`config.mk`:
```
export PLATFORM = sky130hd
export DESIGN_NAME = principal_name_tokenizer_core
export DESIGN_NICKNAME = d
export VERILOG_FILES = /design/src/rtl/pnt_pkg.sv /design/src/rtl/principal_name_tokenizer_core.sv /design/src/rtl/pnt_front.sv /design/src/rtl/pnt_queue.sv /design/src/rtl/pnt_back.sv
export SDC_FILE = /design/constraint.sdc
export NUM_CORES = 1
export LEC_CHECK = 0
export ABC_AREA = 1
export BUFFER_PORTS_ARGS = -buffer_cell sky130_fd_sc_hd__clkbuf_2
export CELL_PAD_IN_SITES_DETAIL_PLACEMENT = 1
export CELL_PAD_IN_SITES_GLOBAL_PLACEMENT = 1
export CORE_UTILIZATION = 44
export DETAILED_ROUTE_END_ITERATION = 12
export MAX_ROUTING_LAYER = met4
export PLACE_DENSITY = 0.78
export SLEW_MARGIN = 15
export SYNTH_ARGS = -nofsm -noshare
export SYNTH_HDL_FRONTEND = slang
export SYNTH_SLANG_ARGS = --single-unit
```
`constraint.sdc`:
```
create_clock -name aclk -period 2.7 [get_ports aclk]
set_input_delay 0.27 -clock aclk [delete_from_list [all_inputs] [get_ports aclk]]
set_output_delay 0.27 -clock aclk [all_outputs]
set_load 0.01 [all_outputs]
```
`src/rtl/pnt_pkg.sv`:
```
// Shared types, codes and constants of the principal name tokenizer.
package pnt_pkg;

    localparam int MAX_COMPONENTS_DEF = 15;
    localparam int QUEUE_DEPTH        = 2;

    localparam logic [7:0] CH_REALM_SEP = 8'h40; // '@'
    localparam logic [7:0] CH_COMP_SEP  = 8'h2F; // '/'
    localparam logic [7:0] CH_ESCAPE    = 8'h5C; // backslash

    localparam logic [1:0] KIND_DATA     = 2'd0;
    localparam logic [1:0] KIND_BOUNDARY = 2'd1;
    localparam logic [1:0] KIND_NONE     = 2'd2;

    localparam logic [2:0] ST_OK           = 3'd0;
    localparam logic [2:0] ST_TRAIL_ESC    = 3'd1;
    localparam logic [2:0] ST_EMPTY_REALM  = 3'd2;
    localparam logic [2:0] ST_SECOND_REALM = 3'd3;
    localparam logic [2:0] ST_TOO_MANY     = 3'd4;

    // Byte classes decided by the front end
    typedef enum logic [2:0] {
        CLS_DATA,
        CLS_ESCAPED,
        CLS_PREFIX,
        CLS_SLASH,
        CLS_AT
    } pnt_cls_t;

    typedef struct packed {
        pnt_cls_t   cls;
        logic [7:0] byte_val;
        logic       fin;
    } pnt_item_t;

    function automatic logic [7:0] decode_escaped(input logic [7:0] c);
        logic [7:0] r;
        case (c)
            8'h6E:   r = 8'h0A; // n -> newline
            8'h74:   r = 8'h09; // t -> tab
            8'h62:   r = 8'h08; // b -> backspace
            8'h30:   r = 8'h00; // 0 -> zero
            default: r = c;
        endcase
        return r;
    endfunction

    function automatic logic [2:0] note_error(input logic [2:0] err, input logic [2:0] code);
        return (err == ST_OK) ? code : err;
    endfunction

endpackage

```
`src/rtl/principal_name_tokenizer_core.sv`:
```
// Top level of the principal name tokenizer: front end, queue and back end.
//
// Input stream: one byte of a principal name per transfer on s_tdata[7:0],
// with s_tlast high on the final byte of each name. Output stream: one
// result per input byte. m_tuser carries the kind (data, boundary, none),
// m_tdata the decoded byte, component index, realm flag, sticky status and
// component count; m_tlast marks the result for the final byte, on which
// status and count are final. Realm bytes carry component index 0.
//
// Throughput is one byte per cycle while the receiver does not stall. An input
// transfer reaches m_tvalid through the two-entry queue and then the output
// register of the back end. When the receiver stalls, the output register
// holds its result and the queue absorbs two more bytes before s_tready
// falls; it rises again in the cycle after the stall clears.
//
// Reset (aresetn low, synchronous) empties the queue, drops any pending
// result and returns the parser to the start of a name; state also returns
// to that point after every final byte.
module principal_name_tokenizer_core #(
    parameter int MAX_COMPONENTS = pnt_pkg::MAX_COMPONENTS_DEF
) (
    input  logic        aclk,
    input  logic        aresetn,
    input  logic        s_tvalid,
    output logic        s_tready,
    input  logic [7:0]  s_tdata,   // [7:0] char_in
    input  logic        s_tlast,   // is_final
    output logic        m_tvalid,
    input  logic        m_tready,
    output logic [23:0] m_tdata,   // [7:0] data_byte, [11:8] component, [12] in_realm,
                                   // [15:13] status, [19:16] component_count, rest zero
    output logic [1:0]  m_tuser,   // [1:0] kind
    output logic        m_tlast    // end_of_name
);

    localparam logic [3:0] COMP_LIMIT = 4'((MAX_COMPONENTS < 15) ? MAX_COMPONENTS : 15);

    pnt_pkg::pnt_item_t push_item;
    pnt_pkg::pnt_item_t head_item;
    logic               q_ready;
    logic               q_push;
    logic               q_pop;
    logic               head_valid;

    logic [7:0] data_byte;
    logic [3:0] component;
    logic       in_realm;
    logic [2:0] status;
    logic [3:0] comp_count;

    // classify bytes and track escapes
    pnt_front u_front (
        .aclk     (aclk),
        .aresetn  (aresetn),
        .s_tvalid (s_tvalid),
        .s_tready (s_tready),
        .s_char   (s_tdata),
        .s_last   (s_tlast),
        .q_ready  (q_ready),
        .q_push   (q_push),
        .q_item   (push_item)
    );

    // decouples front from a stalled back end
    pnt_queue #(
        .DEPTH (pnt_pkg::QUEUE_DEPTH)
    ) u_queue (
        .aclk       (aclk),
        .aresetn    (aresetn),
        .push       (q_push),
        .push_item  (push_item),
        .not_full   (q_ready),
        .pop        (q_pop),
        .head_valid (head_valid),
        .head_item  (head_item)
    );

    // name state, errors and result register
    pnt_back #(
        .MAX_COMPONENTS (MAX_COMPONENTS)
    ) u_back (
        .aclk        (aclk),
        .aresetn     (aresetn),
        .head_valid  (head_valid),
        .head_item   (head_item),
        .pop         (q_pop),
        .m_tvalid    (m_tvalid),
        .m_tready    (m_tready),
        .m_kind      (m_tuser),
        .m_data_byte (data_byte),
        .m_component (component),
        .m_in_realm  (in_realm),
        .m_last      (m_tlast),
        .m_status    (status),
        .m_count     (comp_count)
    );

    assign m_tdata = {4'd0, comp_count, status, in_realm, component, data_byte};

    // a full queue only arises behind a held result
    a_full_means_held: assert property (@(posedge aclk) disable iff (!aresetn)
        !s_tready |-> m_tvalid)
        else $error("queue full with no result held");

    // anything but a data byte carries a zero byte
    a_nondata_zero: assert property (@(posedge aclk) disable iff (!aresetn)
        m_tvalid && (m_tuser != pnt_pkg::KIND_DATA) |-> (data_byte == 8'd0))
        else $error("non-data result with a data byte");

    // data inside the realm belongs to component 0
    a_realm_comp: assert property (@(posedge aclk) disable iff (!aresetn)
        m_tvalid && in_realm && (m_tuser == pnt_pkg::KIND_DATA) |-> (component == 4'd0))
        else $error("realm data outside component 0");

    // component count stays within its limit
    a_count_range: assert property (@(posedge aclk) disable iff (!aresetn)
        m_tvalid |-> (comp_count != 4'd0) && (comp_count <= COMP_LIMIT))
        else $error("component count out of range");

endmodule

```
`src/rtl/pnt_front.sv`:
```
// Front end: accepts bytes, tracks escapes and classifies each byte.
module pnt_front (
    input  logic                aclk,
    input  logic                aresetn,
    input  logic                s_tvalid,
    output logic                s_tready,
    input  logic [7:0]          s_char,
    input  logic                s_last,
    input  logic                q_ready,
    output logic                q_push,
    output pnt_pkg::pnt_item_t  q_item
);

    logic esc_pending_reg;
    logic esc_pending_next;

    assign s_tready = q_ready;
    assign q_push   = s_tvalid && q_ready;

    always_comb begin
        q_item.fin      = s_last;
        q_item.byte_val = s_char;
        esc_pending_next = esc_pending_reg;
        if (esc_pending_reg) begin
            q_item.cls      = pnt_pkg::CLS_ESCAPED;
            q_item.byte_val = pnt_pkg::decode_escaped(s_char);
            esc_pending_next = 1'b0;
        end else if (s_char == pnt_pkg::CH_ESCAPE) begin
            q_item.cls      = pnt_pkg::CLS_PREFIX;
            esc_pending_next = 1'b1;
        end else if (s_char == pnt_pkg::CH_COMP_SEP) begin
            q_item.cls = pnt_pkg::CLS_SLASH;
        end else if (s_char == pnt_pkg::CH_REALM_SEP) begin
            q_item.cls = pnt_pkg::CLS_AT;
        end else begin
            q_item.cls = pnt_pkg::CLS_DATA;
        end
        // a new name starts after the final byte
        if (s_last) begin
            esc_pending_next = 1'b0;
        end
    end

    always_ff @(posedge aclk) begin
        if (!aresetn) begin
            esc_pending_reg <= 1'b0;
        end else if (q_push) begin
            esc_pending_reg <= esc_pending_next;
        end
    end

endmodule

```
`src/rtl/pnt_queue.sv`:
```
// Short queue of classified bytes between the front and back ends.
module pnt_queue #(
    parameter int DEPTH = pnt_pkg::QUEUE_DEPTH
) (
    input  logic                aclk,
    input  logic                aresetn,
    input  logic                push,
    input  pnt_pkg::pnt_item_t  push_item,
    output logic                not_full,
    input  logic                pop,
    output logic                head_valid,
    output pnt_pkg::pnt_item_t  head_item
);

    localparam int PW = (DEPTH > 1) ? $clog2(DEPTH) : 1;
    localparam int CW = $clog2(DEPTH + 1);
    localparam logic [PW-1:0] LAST_PTR = PW'(DEPTH - 1);
    localparam logic [CW-1:0] FULL_CNT = CW'(DEPTH);

    pnt_pkg::pnt_item_t mem [DEPTH];

    logic [PW-1:0] wr_ptr_reg, wr_ptr_next;
    logic [PW-1:0] rd_ptr_reg, rd_ptr_next;
    logic [CW-1:0] count_reg, count_next;

    assign not_full   = (count_reg != FULL_CNT);
    assign head_valid = (count_reg != '0);
    assign head_item  = mem[rd_ptr_reg];

    always_comb begin
        wr_ptr_next = wr_ptr_reg;
        rd_ptr_next = rd_ptr_reg;
        count_next  = count_reg;
        if (push) begin
            wr_ptr_next = (wr_ptr_reg == LAST_PTR) ? '0 : wr_ptr_reg + PW'(1);
        end
        if (pop) begin
            rd_ptr_next = (rd_ptr_reg == LAST_PTR) ? '0 : rd_ptr_reg + PW'(1);
        end
        case ({push, pop})
            2'b10:   count_next = count_reg + CW'(1);
            2'b01:   count_next = count_reg - CW'(1);
            default: count_next = count_reg;
        endcase
    end

    always_ff @(posedge aclk) begin
        if (!aresetn) begin
            wr_ptr_reg <= '0;
            rd_ptr_reg <= '0;
            count_reg  <= '0;
        end else begin
            wr_ptr_reg <= wr_ptr_next;
            rd_ptr_reg <= rd_ptr_next;
            count_reg  <= count_next;
        end
    end

    always_ff @(posedge aclk) begin
        if (push) begin
            mem[wr_ptr_reg] <= push_item;
        end
    end

endmodule

```
`src/rtl/pnt_back.sv`:
```
// Back end: realm, component and error state, and the result register.
module pnt_back #(
    parameter int MAX_COMPONENTS = pnt_pkg::MAX_COMPONENTS_DEF
) (
    input  logic                aclk,
    input  logic                aresetn,
    input  logic                head_valid,
    input  pnt_pkg::pnt_item_t  head_item,
    output logic                pop,
    output logic                m_tvalid,
    input  logic                m_tready,
    output logic [1:0]          m_kind,
    output logic [7:0]          m_data_byte,
    output logic [3:0]          m_component,
    output logic                m_in_realm,
    output logic                m_last,
    output logic [2:0]          m_status,
    output logic [3:0]          m_count
);

    localparam logic [3:0] COMP_LIMIT = 4'((MAX_COMPONENTS < 15) ? MAX_COMPONENTS : 15);

    logic       realm_reg, realm_next;
    logic [3:0] idx_reg, idx_next;
    logic [2:0] err_reg, err_next;
    logic       valid_reg, valid_next;

    logic [1:0] kind_reg, kind_next;
    logic [7:0] data_reg, data_next;
    logic [3:0] comp_reg, comp_next;
    logic       inr_reg;
    logic       last_reg;
    logic [2:0] status_reg;
    logic [3:0] count_reg;

    logic [2:0] err_at;
    logic [3:0] cur_comp;

    assign pop      = head_valid && (!valid_reg || m_tready);
    assign cur_comp = realm_reg ? 4'd0 : idx_reg;

    always_comb begin
        realm_next = realm_reg;
        idx_next   = idx_reg;
        err_next   = err_reg;
        kind_next  = pnt_pkg::KIND_DATA;
        data_next  = 8'd0;
        comp_next  = cur_comp;
        err_at     = head_item.fin ? pnt_pkg::note_error(err_reg, pnt_pkg::ST_EMPTY_REALM)
                                   : err_reg;
        case (head_item.cls)
            pnt_pkg::CLS_ESCAPED,
            pnt_pkg::CLS_DATA: begin
                data_next = head_item.byte_val;
            end
            pnt_pkg::CLS_PREFIX: begin
                kind_next = pnt_pkg::KIND_NONE;
                if (head_item.fin) begin
                    err_next = pnt_pkg::note_error(err_reg, pnt_pkg::ST_TRAIL_ESC);
                end
            end
            pnt_pkg::CLS_SLASH: begin
                if (realm_reg) begin
                    // slash is plain realm data
                    data_next = head_item.byte_val;
                end else begin
                    kind_next = pnt_pkg::KIND_BOUNDARY;
                    if (idx_reg >= COMP_LIMIT) begin
                        err_next = pnt_pkg::note_error(err_reg, pnt_pkg::ST_TOO_MANY);
                    end else begin
                        idx_next = idx_reg + 4'd1;
                    end
                    comp_next = idx_next;
                end
            end
            pnt_pkg::CLS_AT: begin
                comp_next = 4'd0;
                if (realm_reg) begin
                    kind_next = pnt_pkg::KIND_NONE;
                    err_next  = pnt_pkg::note_error(err_at, pnt_pkg::ST_SECOND_REALM);
                end else begin
                    kind_next  = pnt_pkg::KIND_BOUNDARY;
                    realm_next = 1'b1;
                    err_next   = err_at;
                end
            end
            default: begin
                data_next = head_item.byte_val;
            end
        endcase
    end

    always_comb begin
        valid_next = valid_reg;
        if (pop) begin
            valid_next = 1'b1;
        end else if (m_tready) begin
            valid_next = 1'b0;
        end
    end

    always_ff @(posedge aclk) begin
        if (!aresetn) begin
            realm_reg <= 1'b0;
            idx_reg   <= 4'd1;
            err_reg   <= pnt_pkg::ST_OK;
            valid_reg <= 1'b0;
        end else begin
            valid_reg <= valid_next;
            if (pop) begin
                if (head_item.fin) begin
                    realm_reg <= 1'b0;
                    idx_reg   <= 4'd1;
                    err_reg   <= pnt_pkg::ST_OK;
                end else begin
                    realm_reg <= realm_next;
                    idx_reg   <= idx_next;
                    err_reg   <= err_next;
                end
            end
        end
    end

    always_ff @(posedge aclk) begin
        if (pop) begin
            kind_reg   <= kind_next;
            data_reg   <= data_next;
            comp_reg   <= comp_next;
            inr_reg    <= realm_next;
            last_reg   <= head_item.fin;
            status_reg <= err_next;
            count_reg  <= idx_next;
        end
    end

    assign m_tvalid    = valid_reg;
    assign m_kind      = kind_reg;
    assign m_data_byte = data_reg;
    assign m_component = comp_reg;
    assign m_in_realm  = inr_reg;
    assign m_last      = last_reg;
    assign m_status    = status_reg;
    assign m_count     = count_reg;

endmodule

```
==> key figures <==
Placed design
  • Final HPWL DP: about 4.5 mm
  • Placement Cell Area: 3150 sq um
  • PortBufs: 37
  • Gpl congestion: 0.790

Worst setup path
  • R2r setup slk: 680 ps
  • Critical path, cell by cell: inv_2, nand2_1, nand2_2, inv_2, nor2_4, inv_4, a22oi_4, a21oi_2
  • CP Capture Type: flop
  • Worst path max stage delay: 510 ps
  • Critical Path Source Type: flop
  • Critical Setup Path Class: reg2reg
  • Critical path's slowest cell: dfxtp_1
  • CP arrival: 2100 ps
  • CP most frequent cell: inv_2
  • CP max FO: 16
  • CP required: between 2000 and 3000 ps

Floorplan
  • Die X: 83.4 microns
  • DIE HEIGHT: 83.4 microns
  • Die area: 6950 sq um
  • Number of I/O pins: 42
  • Initial cell density of the core: 0.456
  • Core Area: 6390 sq um
  • Core Rows: 29

Status
  • Run status: finished, final reports clean

Route
  • DR DRC count: 0
  • Drt pass-1 iters: 4
  • Vias/cell: 5.07
  • Detailed Route WL: 6.07 mm
  • Final antenna-violating net count: 0
  • DRT iter0 DRCs: 76
  • Via count: 2159
  • WL/cell: 14.2 microns

Layout
  • Max reg flops: 24
  • Post-layout instance area: 3360 sq um
  • Largest reg by FF count: u_queue.mem
  • Synth-to-layout area growth: 15.2%
  • Layout cells sized above 1: 0.252
  • Layout Nets: 359
  • # diodes: 0
  • # fillers: 758

Yosys
  • Synth unique cells: 33
  • #FFs+latches synth: 62
  • Post-Synthesis Cells: approximately 300
  • Area contributors post-synth: edfxtp_1 (48%), dfxtp_1 (10%), nand2_1 (9.5%), inv_1 (4.5%), nor2_1 (2.8%)
  • Synth warn: 0
  • Syn avg cell area: just under 10 sq um
  • Post-synthesis cell area: 2910 sq um
  • Yosys top cell by area: edfxtp_1
  • Seq/Total Area, Yosys: 0.588
  • Share of the synthesized area in the top cell type: 0.485

Pwr
  • Cell Pwr Density: between 1000 and 1500 nW/um^2
  • Max VDD drop: between 0.4 and 0.5 mV
  • Leakage power: 1.45 nW

Timing
  • Total Neg Setup Slack: 0 ps
  • RSZ-0062 raised after global routing: false
  • Period utilization: 0.750
  • Skew final: 4.81 ps
  • Slew margin rel.: 0.535
  • Max-slew violations: 0
  • Slew @ Worst Pin: 693 ps
  • Final setup viols: 0
  • Final Hold Viols: 0
  • FMAX: just under 0.5 GHz
  • Post-layout minimum cycle time: between 2000 and 2500 ps

Clocking
  • H-tree levels: 3
  • Maximum clock insertion buffer count: 2
  • Worst-Skew Late Latency: 340 ps
  • CTS tree: done
  • # Post-CTS Setup Buffers: 0
  • Clock sink count: 62
  • Resized Gates After CTS: 0
  • Worst-path clk slew: 60 ps
  • CTS Root Cell: clkbuf_8
  • Post-CTS Hold Fix Bufs: 0
  • Inserted Clock Buffers: 9

Run
  • Max_cap viols: 0

GRT
  • Number of global-route vias before repair: 2177
  • Total GRT Usage: 0.198
  • Largest net degree at the start of global routing: 28
  • GRT Residual Overflow: 0
  • Initial antenna violation count: 0
  • First-pass GRT wire length: approximately 10 mm

Hold path
  • Type of the worst min-delay path: in2reg
==> logic make-up after synthesis <==
logic type / Yosys count / synth area share
fa+ha+maj: 2 / 0.00859
buf+inv: 51 / 0.0795
xor+xnor: 1 / 0.00301
flops: 62 / 0.588
simple gates: 145 / 0.230
compound gates: 39 / 0.0898
other cells: 1 / 0.00129
==> cell usage in the layout, fill, tap and decap left out, types with 2 or more instances in the layout <==
cell type / Yosys / final
nand2_1: 74 / 74
edfxtp_1: 47 / 47
clkbuf_2: 0 / 37
inv_1: 35 / 35
nor2_1: 22 / 22
a21oi_1: 16 / 16
nand3_1: 15 / 15
dfxtp_1: 15 / 15
nand2_2: 11 / 11
nor3_1: 9 / 9
o21ai_0: 10 / 9
clkbuf_8: 0 / 9
a21oi_2: 8 / 8
nand4_1: 5 / 5
conb_1: 1 / 4
inv_2: 3 / 3
clkinv_2: 1 / 3
buf_4: 5 / 3
nor2_4: 2 / 2
nand3_2: 2 / 2
o31ai_2: 2 / 2
ha_1: 2 / 2
clkbuf_1: 2 / 2
bufinv_16: 0 / 2
==> routing by layer <==
| metal | GRT usage | part of all wire |
|---|---|---|
| met4 | 0.0893 | 0.021 |
| met1 | 0.209 | 0.41 |
| met2 | 0.353 | 0.54 |
| met3 | 0.0417 | 0.033 |
| met5 | - | 0 |
==> per-stage QoR <==
stage,hold WS [ps],std cells,setup slack [ps],power [W],util
floorplan,369,304,687,0.00245,-
finish,143,426,676,0.00366,0.525
detailed placement,457,410,520,0.00285,0.493
global placement,436,410,607,0.00279,0.493
CTS,126,426,450,0.00371,0.525
global route,139,426,455,0.00389,0.525
==> area by class of cell <==
type | instances | area, sq um | area share
clock inverters | 5 | 73.8 | 0.0220
multi-input cells | 191 | 981 | 0.292
clock buffers | 11 | 131 | 0.0391
flip-flops and latches | 62 | 1710 | 0.510
well taps | 77 | 96.3 | 0.0287
inverters | 40 | 154 | 0.0459
repair buffers | 40 | 208 | 0.0619
==> cell usage after synthesis (all sizes together) <==
| library cell | number |
|---|---|
| o21ai | 11 |
| o22ai | 1 |
| nor3b | 1 |
| nand3b | 1 |
| dfxtp | 15 |
| and3 | 1 |
| nor2 | 24 |
| buf | 9 |
| a21oi | 24 |
| clkbuf | 2 |
| nor3 | 10 |
| o31ai | 2 |
| xor2 | 1 |
| inv | 39 |
| clkinv | 1 |
| a22oi | 1 |
| conb | 1 |
| nand3 | 17 |
| edfxtp | 47 |
| nand4 | 5 |
| ha | 2 |
| nand2 | 86 |
==> path summary, 6_finish.rpt <==
kind                           start                     to  cells after the start
hold / removal               s_tlast      u_queue.mem[1][0]                      1
setup / recovery                flop  u_back.m_data_byte[5]                      8
hold reg to reg   u_queue.rd_ptr_reg                   flop                      1
setup reg to reg                flop  u_back.m_data_byte[5]                      8
==> critical path: cells and delay by family, from the launching register on <==
kind	cells	cell delay (ps)
compound gates	2	400
buf+inv	3	470
flops	1	510
simple gates	3	380
==> power breakdown <==
| part | internal, W | switching [W] |
|---|---|---|
| Clock | 0.000514 | 0.000339 |
| Combinational | 0.000402 | 0.000843 |
| Sequential | 0.00142 | 0.000150 |
| Total | 0.00233 | 0.00133 |
(Power assumes the default switching activity.)
